[src/hdl/dnlc_pkg.sv]
// Shared types, constants and functions of the day/night light cycle core.
// No dependencies; all files but the macros header and dnlc_checker import it.
package dnlc_pkg;

    localparam int TIME_BITS_DEF  = 32;
    localparam int ANGLE_ITER_DEF = 16;
    localparam int CFG_IDX_W      = 4;
    localparam int DIV_STEPS      = 32;

    localparam logic [CFG_IDX_W-1:0] REG_CYCLE_LENGTH = 4'd0;
    localparam logic [CFG_IDX_W-1:0] REG_HALF_PERIOD  = 4'd1;
    localparam logic [CFG_IDX_W-1:0] REG_DAWN_END     = 4'd2;
    localparam logic [CFG_IDX_W-1:0] REG_DAY_END      = 4'd3;
    localparam logic [CFG_IDX_W-1:0] REG_DUSK_END     = 4'd4;
    localparam logic [CFG_IDX_W-1:0] REG_DAWN_LENGTH  = 4'd5;
    localparam logic [CFG_IDX_W-1:0] REG_DUSK_LENGTH  = 4'd6;
    localparam logic [CFG_IDX_W-1:0] REG_COLOURS      = 4'd7;

    localparam logic [31:0] RST_CYCLE_LENGTH = 32'd78643200;
    localparam logic [31:0] RST_HALF_PERIOD  = 32'd39321600;
    localparam logic [31:0] RST_DAWN_END     = 32'd6553600;
    localparam logic [31:0] RST_DAY_END      = 32'd39321600;
    localparam logic [31:0] RST_DUSK_END     = 32'd45875200;
    localparam logic [31:0] RST_DAWN_LENGTH  = 32'd6553600;
    localparam logic [31:0] RST_DUSK_LENGTH  = 32'd6553600;
    localparam logic [47:0] RST_COLOURS      = 48'hFFFFFF202040;

    // CORDIC gain compensation, Q2.30.
    localparam logic signed [33:0] CORDIC_START = 34'sd652032874;
    localparam logic [16:0] F_ONE = 17'd65536;

    typedef enum logic [3:0] {
        S_IDLE, S_WRAP, S_MOD, S_PSTART, S_PDIV, S_CSTART, S_ROT,
        S_BSTART, S_BDIV, S_OUT
    } t_state;

    typedef enum logic [1:0] {
        PH_DAWN, PH_DAY, PH_DUSK, PH_NIGHT
    } t_phase;

    // Arctangent of 2^-i in 2^-32 turn units.
    function automatic logic [31:0] atan_turn(input logic [4:0] idx);
        logic [31:0] v;
        begin
            unique case (idx)
                5'd0:  v = 32'h20000000;
                5'd1:  v = 32'h12e4051d;
                5'd2:  v = 32'h09fb385b;
                5'd3:  v = 32'h051111d4;
                5'd4:  v = 32'h028b0d43;
                5'd5:  v = 32'h0145d7e1;
                5'd6:  v = 32'h00a2f61e;
                5'd7:  v = 32'h00517c55;
                5'd8:  v = 32'h0028be53;
                5'd9:  v = 32'h00145f2e;
                5'd10: v = 32'h000a2f98;
                5'd11: v = 32'h000517cc;
                5'd12: v = 32'h00028be6;
                5'd13: v = 32'h000145f3;
                5'd14: v = 32'h0000a2f9;
                5'd15: v = 32'h0000517c;
                5'd16: v = 32'h000028be;
                5'd17: v = 32'h0000145f;
                5'd18: v = 32'h00000a2f;
                5'd19: v = 32'h00000517;
                5'd20: v = 32'h0000028b;
                5'd21: v = 32'h00000145;
                5'd22: v = 32'h000000a2;
                5'd23: v = 32'h00000051;
                default: v = 32'h0;
            endcase
            return v;
        end
    endfunction

    // Round a Q2.30 value to Q1.15, negate on request, saturate.
    function automatic logic [15:0] to_q15(input logic signed [33:0] v, input logic neg);
        logic signed [34:0] s;
        logic signed [19:0] r;
        begin
            s = 35'(v) + 35'sd16384;
            r = s[34:15];
            if (neg) begin
                r = -r;
            end
            if (r > 20'sd32767) begin
                r = 20'sd32767;
            end else if (r < -20'sd32768) begin
                r = -20'sd32768;
            end
            return r[15:0];
        end
    endfunction

endpackage

[src/hdl/dnlc_fdiv.sv]
// Bit-serial restoring fraction divider: quot = floor(num * 2^31 / den), num < 2*den.
// Depends on dnlc_pkg. One quotient bit per cycle.
module dnlc_fdiv (
    input  logic        i_clk,
    input  logic        i_rst_n,
    input  logic        i_start,
    input  logic [33:0] i_num,
    input  logic [31:0] i_den,
    output logic        o_done,
    output logic [31:0] o_quot
);
    import dnlc_pkg::*;

    logic [33:0] r_rem, n_rem;
    logic [31:0] r_den;
    logic [31:0] r_quot;
    logic [5:0]  r_cnt;
    logic        r_busy, r_done;
    logic [33:0] cand;
    logic        ge;

    always_comb begin
        cand  = (r_cnt == 6'd0) ? r_rem : {r_rem[32:0], 1'b0};
        ge    = cand >= {2'b00, r_den};
        n_rem = ge ? (cand - {2'b00, r_den}) : cand;
    end

    always_ff @(posedge i_clk) begin
        if (!i_rst_n) begin
            r_busy <= 1'b0;
            r_done <= 1'b0;
            r_cnt  <= '0;
        end else begin
            r_done <= 1'b0;
            if (i_start) begin
                r_busy <= 1'b1;
                r_cnt  <= '0;
                r_rem  <= i_num;
                r_den  <= i_den;
            end else if (r_busy) begin
                r_rem  <= n_rem;
                r_quot <= {r_quot[30:0], ge};
                r_cnt  <= r_cnt + 6'd1;
                if (r_cnt == 6'(DIV_STEPS - 1)) begin
                    r_busy <= 1'b0;
                    r_done <= 1'b1;
                end
            end
        end
    end

    assign o_done = r_done;
    assign o_quot = r_quot;
endmodule

[config.mk]
export PLATFORM = sky130hd
export DESIGN_NAME = dnlc_fdiv
export DESIGN_NICKNAME = d
export VERILOG_FILES = /design/src/hdl/dnlc_pkg.sv /design/src/hdl/dnlc_fdiv.sv
export SDC_FILE = /design/constraint.sdc
export NUM_CORES = 1
export LEC_CHECK = 0
export ABC_AREA = 1
export BUFFER_PORTS_ARGS = -buffer_cell sky130_fd_sc_hd__buf_2
export CAP_MARGIN = 10
export CELL_PAD_IN_SITES_DETAIL_PLACEMENT = 1
export CELL_PAD_IN_SITES_GLOBAL_PLACEMENT = 2
export CORE_MARGIN = 10
export CORE_UTILIZATION = 37
export CTS_BUF_LIST = sky130_fd_sc_hd__clkbuf_2 sky130_fd_sc_hd__clkbuf_4 sky130_fd_sc_hd__clkbuf_8
export DETAILED_ROUTE_END_ITERATION = 6
export MAX_ROUTING_LAYER = met4
export PLACE_DENSITY = 0.93
export SLEW_MARGIN = 20
export SYNTH_ARGS = -nofsm -noshare
export SYNTH_HDL_FRONTEND = slang
export SYNTH_SLANG_ARGS = --single-unit
[constraint.sdc]
create_clock -name i_clk -period 7.35 [get_ports i_clk]
set_input_delay 0.3675 -clock i_clk [delete_from_list [all_inputs] [get_ports i_clk]]
set_output_delay 0.3675 -clock i_clk [all_outputs]
set_load 0.02 [all_outputs]
== After elaboration in Yosys (flattened, before gate mapping) ==
Cells that the tools add are included.
Storage, ports and cells
  output and inout bits: 33
  register bits after elaboration: 106
Cells by class
  bitwise logic cells: 3
  add/sub/neg operators: 2
  muxes and demuxes: 8
  equality and inequality tests: 1
  magnitude comparators: 1
  reduce and logical (&&, ||, !) cells: 7
Operator list (count)
  34-bit 2-to-1 mux: 4
  34-bit by 32-bit >= comparator with 1-bit output: 1
  34-bit by 32-bit subtractor with 34-bit output: 1
  6-bit by 1-bit adder with 6-bit output (second input constant): 1
  6-bit by 5-bit == test with 1-bit output (second input constant): 1
  6-bit zero test: 1
  1-bit 2-to-1 mux: 4
  2-bit AND reduction: 2
  1-bit NOT: 3
  3-bit AND reduction: 1
  3-bit OR reduction: 1
  2-bit nonzero test: 1
  2-bit OR reduction: 1

== Longest topological paths before layout ==
  word-level depth: 6
  depth in mapped cells: 26

== Worst setup path after synthesis ==
OpenSTA, ideal clock, no wires.
  path kind: register to register
  start: reg r_cnt[1]
  end: reg r_rem[3], data pin
  path buffers: 3
  library setup time: 254 ps
  arrival: 2894 ps
  path slack: 4202 ps
  cell stages (with the launch flop): 23
  path through: dfxtp_1 > inv_1 > ha_1 > inv_1 > nor2_1 > nand3_2 > buf_4 > clkbuf_1 > nand2_1 > o21ai_0 > ha_1 > nand2_1 > inv_1 > nand2_1 > nand2_1 > nand3b_1 > nand2_1 > nand2_1 > nand2_2 > buf_1 > nand4_1 > nand3_1 > nand2_1
On the way
  cells in the longest elaborated chain, start to end: 6
  elaborated cells on any way between the ends: 7
  those cells by class: add/sub (1); order compare (1); mux (4); reduce/logical (1)
Ends and longest elaborated chain
  from (decl): RTL line dnlc_fdiv.sv:17  | logic [5:0] r_cnt;
  from (signal assigned): RTL line dnlc_fdiv.sv:43  | r_cnt <= r_cnt + 6'd1;
  6-bit zero test *: RTL line dnlc_fdiv.sv:23  | cand = (r_cnt == 6'd0) ? r_rem : {r_rem[32:0], 1'b0};
  34-bit 2-to-1 mux *: RTL line dnlc_fdiv.sv:23
  34-bit by 32-bit subtractor with 34-bit output or 34-bit by 32-bit >= comparator with 1-bit output (tied branches): RTL line dnlc_fdiv.sv:25, dnlc_fdiv.sv:24
  34-bit 2-to-1 mux *: RTL line dnlc_fdiv.sv:25  | n_rem = ge ? (cand - {2'b00, r_den}) : cand;
  34-bit 2-to-1 mux *: RTL line dnlc_fdiv.sv:40  | end else if (r_busy) begin
  34-bit 2-to-1 mux *: RTL line dnlc_fdiv.sv:35  | if (i_start) begin
  to (signal assigned): RTL line dnlc_fdiv.sv:38  | r_rem <= i_num;
  to (signal assigned): RTL line dnlc_fdiv.sv:41  | r_rem <= n_rem;
  to (decl): RTL line dnlc_fdiv.sv:14  | logic [33:0] r_rem, n_rem;
Mark *: on every way between the ends. The rest lies on a longest branch, timed or not. The select of a mux whose other input is x is not followed.
A chain may end at the register's enable or synchronous reset.

== Worst setup path after layout ==
  start: reg r_cnt[0]
  end: reg r_rem[18], data pin
Same word-level chain as after synthesis.

==> summary.txt <==
Run status
  • Status: complete, no violations

Cells and area
  • Share of layout cells above drive strength 1: 12.6%
  • FF/Latch Area: 0.00310 mm2
  • Antenna fix cells: 0
  • Final cell count without fillers: 1,400
  • Area of the multi-input gates: 0.00342 mm2
  • Most common cell after layout, fill and taps aside: nand2_1
  • Highest-count cells in the layout ignoring fill and taps: nand2_1, inv_1, buf_2, edfxtp_1, nand3_1
  • Fill count: 2,635
  • # nets final: 1,234
  • Layout area overhead: 12.9%

Clocking
  • CTS tree: done
  • Clock tree sinks: 106
  • Cts repair resizes: 0
  • Latest clock arrival within the worst-skew pair: 0.41 ns
  • Clock buffer depth: 2
  • Htree depth: 3
  • CTS root buf: clkbuf_8
  • Clk slew on worst S/H paths: 0.12 ns
  • Post-CTS setup buffer count: 0
  • Hold buffers post-CTS: 0
  • Num CTS Buffers: 9

Die
  • IO Pins: 102
  • Initial Util: 37.9%
  • Die H: 162 um
  • Area of the core: 0.0197 mm2
  • Die Area: 0.0262 mm2
  • Num rows: 51
  • Die width: 162 um

Timing
  • Final Skew: 0.0168 ns
  • Post-route clock period utilization: 69.6%
  • Slew Limit Fails: 0
  • RSZ-0062 raised after global routing: false
  • Setup TNS: 0 ns
  • Worst hold margin: 0.118 ns
  • Final hold violation count: 0
  • Worst slew pin tran: 0.918 ns
  • Final Setup Violations: 0
  • Slew margin rel.: 38.7%
  • Fmax: 195 MHz
  • Final worst-path setup slack: 2.23 ns
  • Minimum clock period: 5.12 ns

Detailed routing
  • WL final: 23.1 mm
  • Post-DR wirelength/cell: 16.5 um
  • DRC violations left: 0
  • Via/cell ratio: 4.91
  • DR iter-0 viols: 379
  • DR vias: 6,878
  • Antenna viol nets, final: 0
  • Drt pass-1 iters: 4

Placed design
  • Inst Count DP: 1,384
  • Port Buf Inserts: 101
  • GP Congestion: 0.901
  • Place WS: 2.38 ns
  • HPWL after detailed placement: 18.2 mm

Logic synthesis
  • Post-Synth Simple-Gate Area: 32.9%
  • Cell taking the most area after synthesis: edfxtp_1
  • Net Count, Synth: 1,141
  • Syn_area_per_cell: 7.18 um2
  • Syn Inst Count: 1,037
  • Synth Warn #: 0
  • Post-Syn Area: 0.00744 mm2
  • Complex-gate fraction of the synthesized area: 4.84%
  • Adder-cell share of the synthesized area: 5.99%
  • Ranking of synthesized cells by area: edfxtp_1, nand2_1, inv_1, ha_1, nand3_1
  • Post-synthesis xor/xnor area fraction: 2.12%
  • Mux contribution to synthesized area: 0%
  • Asr flop ratio synth: 0%
  • Ys flop type: edfxtp_1
  • Largest family of logic cells by synthesized area: simple AND/OR/NAND/NOR gates
  • Register area share after synthesis: 41.7%
  • Post-synth EDFFs: 98
  • Post-synth top area share: 39.5%
  • Synth Register Bits: 106
  • Synth cell types: 38

Global route
  • Gr usage total: 18.3%
  • Pin count of the biggest net entering global routing: 60
  • First-pass GRT wire length: 37.4 mm
  • Number of global-route vias before repair: 7,203
  • Congestion Overflow GR: 0
  • Antenna violations before repair: 0

Pwr
  • Pleak: 4.30 nW
  • PwrDens: 235 mW/mm2
  • Final Power: 1.97 mW
  • Worst vdd rail ir drop: 0.0000920 V

Critical path
  • Worst-path fanout max: 59
  • Critical path type: flop to flop
  • Required @ worst endpoint: 7.51 ns
  • Crit path capture type: flop
  • CP arrival: 5.28 ns
  • Worst reg2reg setup slack: 2.23 ns
  • Reg2reg path depth: 20
  • Reg2reg end: r_rem[18]
  • Setup crit start kind: flop
  • FF-to-FF Start: r_cnt[0]

Min path
  • Worst hold path type: input pin to flop
  • WHS Endpoint: r_den[31]
  • Hold depth: 1
  • Hold Startpoint: i_den[31]

Run
  • Max cap viols: 0
-- report_power, final --
group | switching, mW | leakage (nW) | total, mW | internal, mW
clock | 0.254 | 0.104 | 0.390 | 0.136
sequential | 0.0221 | 0.988 | 0.746 | 0.724
combinational | 0.560 | 3.21 | 0.837 | 0.277
-- synth_stat cells, drive strengths merged, types with 4 or more instances --
cell,count
nor2,58
o21ai,33
o21bai,4
dfxtp,8
nand4,42
a21oi,25
ha,34
nor3,11
xnor2,17
clkbuf,10
nand3,67
inv,209
edfxtp,98
nand2,392
buf,14
-- final cells by class --
cell class | instances | share of cell area (%)
Clock inverter | 7 | 0.998
Clock buffer | 9 | 1.47
Timing Repair Buffer | 107 | 6.56
Sequential cell | 106 | 36.9
Tap cell | 265 | 3.95
Inverter | 210 | 9.39
Multi-Input combinational cell | 696 | 40.7
-- flip-flops by register name (all words and copies together), names as in the netlist --
signal	count
r_rem	34
r_busy	1
r_cnt	6
o_done	1
o_quot	32
r_den	32
-- per-layer routing --
metal,GRT usage (%),vias up,wire (um)
li1,-,3459,-
met1,22.6,3287,10700
met2,31.6,116,11600
met3,2.00,16,595
met4,4.09,0,227
met5,-,-,0
-- kinds of logic (layout without fill, tap and decap cells) --
logic type | after synthesis | in the layout
AOI/OAI and AO/OA | 66 | 66
xor gates and xnor gates | 18 | 18
DFF | 106 | 106
adders and majority gates | 35 | 35
and+or+nand+nor | 577 | 577
buffers and inverters | 235 | 333
-- worst max path at each step --
stage	startpoint	to	slack (ns)	cells past startpoint
after floorplan	r_cnt[1]	r_rem[3]	4.20	22
after global placement	r_cnt[0]	r_rem[8]	2.52	20
after detailed placement	r_cnt[0]	r_rem[18]	2.38	21
after CTS	r_cnt[0]	r_rem[18]	2.33	21
after global routing	r_cnt[0]	r_rem[20]	1.82	21
final	r_cnt[0]	r_rem[18]	2.23	20
-- critical path, stage by stage (launching register included) --
cell and delay, ns:
dfxtp_1 0.40, inv_1 0.08, ha_1 0.21, inv_1 0.05, nor2_1 0.05, nand3_2 0.06
buf_4 0.45, inv_1 0.28, o21ai_0 0.42, ha_1 0.31, nand2_1 0.16, nor2_2 0.23
inv_2 0.07, nor2_4 0.13, nand2_1 0.07, nor3_2 0.12, nand3_2 0.72, nand3_4 0.76
nand2_1 0.13, nand3_1 0.09, nand2_1 0.07
-- stage by stage --
step / util, % / area (um2)
after floorplan: - / 7440
after global placement: 41.7 / 8190
after detailed placement: 41.7 / 8190
after CTS: 42.7 / 8400
after global routing: 42.7 / 8400
final: 42.7 / 8400
Note: power is estimated with default switching activity, not from simulation.
