**config.mk**
```make
export PLATFORM = sky130hd
export DESIGN_NAME = dnlc_cordic
export DESIGN_NICKNAME = d
export VERILOG_FILES = /design/src/hdl/dnlc_pkg.sv /design/src/hdl/dnlc_cordic.sv
export SDC_FILE = /design/constraint.sdc
export NUM_CORES = 1
export LEC_CHECK = 0
export BUFFER_PORTS_ARGS = -buffer_cell sky130_fd_sc_hd__buf_4
export CAP_MARGIN = 10
export CORE_UTILIZATION = 40
export CTS_CLUSTER_SIZE = 40
export DETAILED_ROUTE_END_ITERATION = 7
export GPL_TIMING_DRIVEN = 0
export PLACE_DENSITY = 0.58
export SLEW_MARGIN = 15
export SYNTH_ARGS = -nofsm -noshare
export SYNTH_HDL_FRONTEND = slang
export SYNTH_SLANG_ARGS = --single-unit
```
**constraint.sdc**
```tcl
create_clock -name i_clk -period 6.1 [get_ports i_clk]
set_input_delay 0.305 -clock i_clk [delete_from_list [all_inputs] [get_ports i_clk]]
set_output_delay 0.305 -clock i_clk [all_outputs]
set_load 0.03 [all_outputs]
```
**src/hdl/dnlc_pkg.sv**
```systemverilog
// Shared types, constants and functions of the day/night light cycle core.
// No dependencies; all files but the macros header and dnlc_checker import it.
package dnlc_pkg;

    localparam int TIME_BITS_DEF  = 32;
    localparam int ANGLE_ITER_DEF = 16;
    localparam int CFG_IDX_W      = 4;
    localparam int DIV_STEPS      = 32;

    localparam logic [CFG_IDX_W-1:0] REG_CYCLE_LENGTH = 4'd0;
    localparam logic [CFG_IDX_W-1:0] REG_HALF_PERIOD  = 4'd1;
    localparam logic [CFG_IDX_W-1:0] REG_DAWN_END     = 4'd2;
    localparam logic [CFG_IDX_W-1:0] REG_DAY_END      = 4'd3;
    localparam logic [CFG_IDX_W-1:0] REG_DUSK_END     = 4'd4;
    localparam logic [CFG_IDX_W-1:0] REG_DAWN_LENGTH  = 4'd5;
    localparam logic [CFG_IDX_W-1:0] REG_DUSK_LENGTH  = 4'd6;
    localparam logic [CFG_IDX_W-1:0] REG_COLOURS      = 4'd7;

    localparam logic [31:0] RST_CYCLE_LENGTH = 32'd78643200;
    localparam logic [31:0] RST_HALF_PERIOD  = 32'd39321600;
    localparam logic [31:0] RST_DAWN_END     = 32'd6553600;
    localparam logic [31:0] RST_DAY_END      = 32'd39321600;
    localparam logic [31:0] RST_DUSK_END     = 32'd45875200;
    localparam logic [31:0] RST_DAWN_LENGTH  = 32'd6553600;
    localparam logic [31:0] RST_DUSK_LENGTH  = 32'd6553600;
    localparam logic [47:0] RST_COLOURS      = 48'hFFFFFF202040;

    // CORDIC gain compensation, Q2.30.
    localparam logic signed [33:0] CORDIC_START = 34'sd652032874;
    localparam logic [16:0] F_ONE = 17'd65536;

    typedef enum logic [3:0] {
        S_IDLE, S_WRAP, S_MOD, S_PSTART, S_PDIV, S_CSTART, S_ROT,
        S_BSTART, S_BDIV, S_OUT
    } t_state;

    typedef enum logic [1:0] {
        PH_DAWN, PH_DAY, PH_DUSK, PH_NIGHT
    } t_phase;

    // Arctangent of 2^-i in 2^-32 turn units.
    function automatic logic [31:0] atan_turn(input logic [4:0] idx);
        logic [31:0] v;
        begin
            unique case (idx)
                5'd0:  v = 32'h20000000;
                5'd1:  v = 32'h12e4051d;
                5'd2:  v = 32'h09fb385b;
                5'd3:  v = 32'h051111d4;
                5'd4:  v = 32'h028b0d43;
                5'd5:  v = 32'h0145d7e1;
                5'd6:  v = 32'h00a2f61e;
                5'd7:  v = 32'h00517c55;
                5'd8:  v = 32'h0028be53;
                5'd9:  v = 32'h00145f2e;
                5'd10: v = 32'h000a2f98;
                5'd11: v = 32'h000517cc;
                5'd12: v = 32'h00028be6;
                5'd13: v = 32'h000145f3;
                5'd14: v = 32'h0000a2f9;
                5'd15: v = 32'h0000517c;
                5'd16: v = 32'h000028be;
                5'd17: v = 32'h0000145f;
                5'd18: v = 32'h00000a2f;
                5'd19: v = 32'h00000517;
                5'd20: v = 32'h0000028b;
                5'd21: v = 32'h00000145;
                5'd22: v = 32'h000000a2;
                5'd23: v = 32'h00000051;
                default: v = 32'h0;
            endcase
            return v;
        end
    endfunction

    // Round a Q2.30 value to Q1.15, negate on request, saturate.
    function automatic logic [15:0] to_q15(input logic signed [33:0] v, input logic neg);
        logic signed [34:0] s;
        logic signed [19:0] r;
        begin
            s = 35'(v) + 35'sd16384;
            r = s[34:15];
            if (neg) begin
                r = -r;
            end
            if (r > 20'sd32767) begin
                r = 20'sd32767;
            end else if (r < -20'sd32768) begin
                r = -20'sd32768;
            end
            return r[15:0];
        end
    endfunction

endpackage

```
**src/hdl/dnlc_cordic.sv**
```systemverilog
// Iterative rotation CORDIC: cosine and sine of a 32-bit turn fraction in Q1.15.
// Depends on dnlc_pkg. One rotation per cycle.
module dnlc_cordic #(
    parameter int ANGLE_ITERATIONS = dnlc_pkg::ANGLE_ITER_DEF
) (
    input  logic        i_clk,
    input  logic        i_rst_n,
    input  logic        i_start,
    input  logic [31:0] i_p,
    output logic        o_done,
    output logic [15:0] o_cos,
    output logic [15:0] o_sin
);
    import dnlc_pkg::*;

    logic signed [33:0] r_x, r_y, r_z;
    logic [4:0]         r_cnt;
    logic               r_busy, r_done, r_neg;
    logic signed [33:0] xs, ys, at;
    logic               fold;
    logic [31:0]        pf;

    always_comb begin
        fold = i_p[31] != i_p[30];
        pf   = fold ? (i_p + 32'h80000000) : i_p;
        xs   = r_x >>> r_cnt;
        ys   = r_y >>> r_cnt;
        at   = signed'({2'b00, atan_turn(r_cnt)});
    end

    always_ff @(posedge i_clk) begin
        if (!i_rst_n) begin
            r_busy <= 1'b0;
            r_done <= 1'b0;
            r_cnt  <= '0;
        end else begin
            r_done <= 1'b0;
            if (i_start) begin
                r_busy <= 1'b1;
                r_cnt  <= '0;
                r_x    <= CORDIC_START;
                r_y    <= '0;
                r_z    <= 34'(signed'(pf));
                r_neg  <= fold;
            end else if (r_busy) begin
                if (!r_z[33]) begin
                    r_x <= r_x - ys;
                    r_y <= r_y + xs;
                    r_z <= r_z - at;
                end else begin
                    r_x <= r_x + ys;
                    r_y <= r_y - xs;
                    r_z <= r_z + at;
                end
                r_cnt <= r_cnt + 5'd1;
                if (r_cnt == 5'(ANGLE_ITERATIONS - 1)) begin
                    r_busy <= 1'b0;
                    r_done <= 1'b1;
                end
            end
        end
    end

    assign o_done = r_done;
    assign o_cos  = to_q15(r_x, r_neg);
    assign o_sin  = to_q15(r_y, r_neg);
endmodule

```
Yosys cells after proc, flatten, opt, wreduce, memory -nomap -nowiden:

Memories as Yosys holds them, arrays and structs flattened. A register that Yosys moved wholly into a read port is not among the register bits.
Index checks and enable logic that the tools add are counted.

* $add $sub $neg: 12
* multipliers: 0
* divide/modulo/power cells: 0
* $lt $le $gt $ge: 4
* equal/unequal tests: 2
* shifts and indexed selects: 2
* muxes and demuxes: 20
* bitwise operators: 2
* reduce and logical (&&, ||, !) cells: 5

Operator list (count)
* 34-bit two-way mux: 7
* 34-bit by 16-bit adder with 35-bit output, second input constant: 2
* 34-bit adder: 2
* 34-bit by 5-bit >>> shifter with 34-bit output: 2
* 34-bit subtractor: 2
* 16-bit two-way mux: 4
* 20-bit by 16-bit > comparator with 1-bit output, second input constant: 2
* 20-bit by 16-bit < comparator with 1-bit output, second input constant: 2
* 20-bit two-way mux: 2
* 20-bit negation: 2
* 34-bit by 33-bit adder with 34-bit output: 1
* 34-bit by 33-bit subtractor with 34-bit output: 1
* 32-bit adder, second input constant: 1
* 32-bit two-way mux: 1
* 5-bit two-way mux: 2
* 5-bit by 1-bit adder with 5-bit output, second input constant: 1
* 5-bit by 4-bit == test with 1-bit output, second input constant: 1
* 1-bit two-way mux: 4
* 2-bit AND reduction: 2
* 3-bit OR reduction: 1
* 1-bit inverter: 2
* 2-bit nonzero test: 1
* 2-bit OR reduction: 1
* 1-bit != test: 1

* register bits after elaboration: 110
* bits in latches: 0
* RAM bits: 0
* bits in read-only memories: 960
* input bits: 35
* output and inout port bits: 33
* logic and storage cells: 55
* memories: 1

Memory list
* (no name shown): depth 32, width 30, rd ports 1, clocked after Yosys merged registers in 1, wr ports 0, line dnlc_pkg.sv:45 `unique case (idx)`

Logic depth before layout (Yosys ltp):

* depth in word-level cells: 6
* gate-level depth with buffers: 27
* mapped depth without buffers: 22

Worst setup path before layout:

OpenSTA, ideal clock, no wires.

* kind: reg-to-reg
* from: reg r_cnt[4]
* to: reg r_y[31], data pin
* library setup time: 0.266 ns
* arrival time: 5.491 ns
* data required time: 5.834 ns
* slack: 0.343 ns
* cell stages (with the launch flop): 26
* buffers on the path: 7
* clock period less this slack: 5.757 ns
* cell sequence: dfxtp_1 -> buf_2 -> buf_1 -> clkbuf_1 -> clkbuf_1 -> clkbuf_1 -> clkbuf_1 -> clkbuf_1 -> o211ai_1 -> o31a_1 -> ha_1 -> inv_1 -> nor2_1 -> and3_1 -> a21oi_1 -> xor2_1 -> ha_1 -> a2111oi_0 -> inv_1 -> o2111ai_1 -> o2111a_1 -> o311ai_0 -> or3_1 -> a31oi_1 -> xor2_1 -> nor2_1

* longest elaborated chain between the ends: 4
* elaborated cells on any way between the ends: 5
* those cells by class: add/sub (2); shift (1); mux (2)

RTL lines
* start, declared: line dnlc_cordic.sv:17 `logic [4:0] r_cnt;`
* start signal, assigned: line dnlc_cordic.sv:55 `r_cnt <= r_cnt + 5'd1;`
* 34-bit by 5-bit >>> shifter with 34-bit output (*): line dnlc_cordic.sv:26 `xs = r_x >>> r_cnt;`
* 34-bit adder / 34-bit subtractor (equally long branches): line dnlc_cordic.sv:48, dnlc_cordic.sv:52
* 34-bit two-way mux (*): line dnlc_cordic.sv:46 `if (!r_z[33]) begin`
* 34-bit two-way mux (*): line dnlc_cordic.sv:45 `end else if (r_busy) begin`
* end signal, assigned: line dnlc_cordic.sv:48 `r_y <= r_y + xs;`
* end signal, assigned: line dnlc_cordic.sv:52 `r_y <= r_y - xs;`
* end, declared: line dnlc_cordic.sv:16 `logic signed [33:0] r_x, r_y, r_z;`

Every way passes the cells marked *; elsewhere a longest branch is shown, timed or not. The select of a mux whose other input is x is not followed.
A chain may end at the register's enable or synchronous reset.

Worst setup path after layout:

* from: reg r_x[23]
* to: reg r_y[31], data pin

* longest elaborated chain between the ends: 4
* elaborated cells on any way between the ends: 5
* those cells by class: add/sub (2); shift (1); mux (2)

RTL lines
* start, declared: line dnlc_cordic.sv:16
* start signal, assigned: line dnlc_cordic.sv:47 `r_x <= r_x - ys;`
* start signal, assigned: line dnlc_cordic.sv:51 `r_x <= r_x + ys;`
* 34-bit by 5-bit >>> shifter with 34-bit output (*): line dnlc_cordic.sv:26
* 34-bit adder / 34-bit subtractor (equally long branches): line dnlc_cordic.sv:48, dnlc_cordic.sv:52
* 34-bit two-way mux (*): line dnlc_cordic.sv:46
* 34-bit two-way mux (*): line dnlc_cordic.sv:45

Marks and branches as above.

==> impl_metrics.tcl <==
set metrics [dict create \
    clockBufferDepth 2 \
    grt_remaining_overflow 0 \
    cts_hold_buf 0 \
    cp_data_required_time_ns 6.30 \
    synthCells 2521 \
    hp-class "in2reg" \
    remaining_drc_errors 0 \
    fmax_mhz 164 \
    avgRoutedWirePerCell_um 30.4 \
    syn_nets 2673 \
    clk_pin_slew_ns 0.07 \
    finalHoldViolCount 0 \
    final_cells 3394 \
    finalCritPeriodShare 0.998 \
    slowest_stage "mux4_2" \
    port_buffers 67 \
    clock_tree.root_cell "clkbuf_16" \
    fin_crit_ns 6.09 \
    synth_top_area_frac 0.153 \
    dp_worst_setup_slack_ns -3.14 \
    place_congestion 1.09 \
    hpwl_um 80100 \
    ir_drop_v 0.000381 \
    insertion_delay_ns 0.49 \
    synth_enable_flop_cells 103 \
    yosysSeqAreaShare 0.189 \
    tightest_slew_ns 1.13 \
    post-synth-top-area-cell "edfxtp_1" \
    synthSimpleGateAreaFrac 0.210 \
    cts-htree-levels 4 \
    yosys_register_bits 140 \
    synthTopCellsByArea "edfxtp_1 (15%), mux4_2 (7.3%), ha_1 (7.0%), xnor2_1 (5.1%), o21ai_0 (5.0%)" \
    drv_cap 0 \
    nNetsFinal 2860 \
    grt_pass1_wl_um 144000 \
    syn_area_sq_um 20300 \
    drive_above_1_share 0.207 \
    start_kind "register" \
    core_region_area_sq_um 50100 \
    clock_skew_ns 0.0120 \
    dieWidth_um 227 \
    max-slew-margin-rel 0.236 \
    synth.distinct_cells 100 \
    routed-wl-met2_um 47300 \
    synth.avg_cell_area_sq_um 8.04 \
    drt_iter0_markers 2568 \
    synth_xor_area_frac 0.0998 \
    top_layer "met5" \
    via_per_inst 6.61 \
    grt_pass1_vias 20700 \
    synth_top_family_by_area "compound AO/OA/AOI/OAI gates" \
    m1WireLength_um 40700 \
    drtPass1Iterations 6 \
    io_pins 68 \
    die_y_um 227 \
    antenna_found_initial 5 \
    pwr_density_cell_nw_per_um2 409 \
    wl_met3_um 9550 \
    crit_type "reg2reg" \
    yosys_most_used_dff "edfxtp_1" \
    cpPeakStageDelay_ns 0.56 \
    synth_fa_ha_area_frac 0.0733 \
    dieArea_sq_um 51600 \
    grt_usage 0.393 \
    slew_viol_final 0 \
    synth_compound_area_frac 0.232 \
    status "complete, no violations" \
    synthArstFlopShare 0 \
    setup_ws_ns 0.0135 \
    path_cells "buf_1 > mux2i_1 > mux4_2 > mux2i_2 > a211o_2 > or3b_4 > nor3_4 > and3_4 > nor2_1 > xor2_1 > ha_2 > a21oi_2 > o211a_1 > a31oi_2 > o2111ai_2 > o2111a_1 > o311ai_2 > or3_1 > a31oi_2 > xor2_1 > nor2_1" \
    power.leakage_uw 0.00923 \
    cts.sinks 140 \
    end_kind "register" \
    initial_core_util 0.405 \
    critPathMaxFanout 10 \
    grt_start_max_net_pins 53 \
    placed_cells 3267 \
    critPathArrivalTime_ns 6.29 \
    fin_util 0.485 \
    cts_inserted_buffers 17 \
    totalWireLength_um 103000 \
    ant_nets 0 \
    area_growth_pct 19.8 \
    core.rowCount 82 \
    synth_mux_area_frac 0.146 \
    synth_warnings 0 \
    vias 22400 \
    finalSetupViolCount 0 \
    cts_tree "yes" \
]
-- kinds of logic (layout without fill, tap and decap cells) --
kind of cell	count (synthesis)	in the layout
flip-flops	140	140
multiplexers	206	206
buffers and inverters	232	432
adder cells (fa/ha/maj)	117	117
AND/OR/NAND/NOR	855	855
other	0	1
AO/OA/AOI/OAI	740	740
XOR/XNOR	231	231
-- path summary, 6_finish.rpt --
path	startpoint	to	slack [ns]	depth (start not counted)
min	i_p[12]	r_z[12]	0.1	3
max reg2reg	r_x[23]	r_y[31]	0.01	21
min reg2reg	r_z[0]	r_z[0]	0.69	2
max	r_x[23]	r_y[31]	0.01	21
-- through the flow --
stage	area (sq um)	total power [uW]	hold WS (ns)	setup TNS, ns
2_1_floorplan	20300	5980	0.458	0
3_3_place_gp	21600	7790	0.586	-99.52
3_5_place_dp	21800	7910	0.589	-97.49
4_1_cts	23300	9390	0.0748	0
5_1_grt	24300	10500	0.100	-0.104
6_report	24300	9940	0.0981	0
-- critical path: cells and delay by family, from the launching register on --
family,cells,cell delay [ns]
simple gates,6,1.01
mux,3,1.25
fa+ha+maj,1,0.39
compound gates,8,1.78
flops,1,0.35
xor+xnor,2,0.46
buf+inv,1,0.54
-- what timing repair did --
item	in CTS	in global routing
gates resized for setup	192	154
setup buffers	32	63
setup endpoints to repair	61	19
pin swaps	27	37
-- flip-flops by register name, summed over array words and instances, names as in the netlist --
| register | count |
|---|---|
| r_cnt | 5 |
| at | 30 |
| r_busy | 1 |
| r_x | 34 |
| r_neg | 1 |
| r_z | 34 |
| o_done | 1 |
| r_y | 34 |
-- where the power goes --
| group | internal, uW | total (uW) | switching [uW] | leakage (uW) |
|---|---|---|---|---|
| clock | 642 | 1140 | 502 | 0.000306 |
| sequential | 1330 | 1650 | 315 | 0.00129 |
| combinational | 2840 | 7150 | 4310 | 0.00764 |
-- cell type report --
cell class	count	area (sq um)
Sequential cell	140	3850
Multi-Input combinational cell	2149	16200
Timing Repair Buffer	169	1330
Buffer	168	1230
Tap cell	672	841
Clock buffer	18	450
Clock inverter	14	176
Antenna cell	1	2.50
Inverter	63	240
Fill cell	4891	25800
-- routing by layer --
layer  global-route usage  vias up
met3               0.0889      267
met2                0.629     1377
met5                    0        -
li1                     -     9808
met1                0.494    11000
met4                0.206        2
-- synthesized netlist by cell type, types with 18 or more instances --
master,n
a31oi_1,39
a21oi_1,193
mux4_2,66
inv_1,59
a21o_1,38
and2_1,26
nor4_1,21
nand2_1,207
nor2b_1,33
nand3_1,52
nand2b_1,52
or3_1,23
nor3_1,70
ha_1,114
o21ai_0,202
xnor2_1,118
o21a_1,25
a211oi_1,31
edfxtp_1,103
dfxtp_1,37
buf_2,26
and3_1,25
mux2i_1,89
a22oi_1,22
o31ai_1,18
xor2_1,113
nand4_1,21
nor2_1,247
o211ai_1,22
mux2_2,49
clkbuf_1,107
-- cell usage in the layout, fill, tap and decap left out, drive strengths merged, types with 89 or more instances in the layout --
cell,instances
nor2,248
buf,244
nand2,207
o21ai,204
a21oi,193
xnor2,118
ha,114
xor2,113
clkbuf,111
edfxtp,103
mux2i,89
No activity file was read; power rests on OpenSTA's default activity.
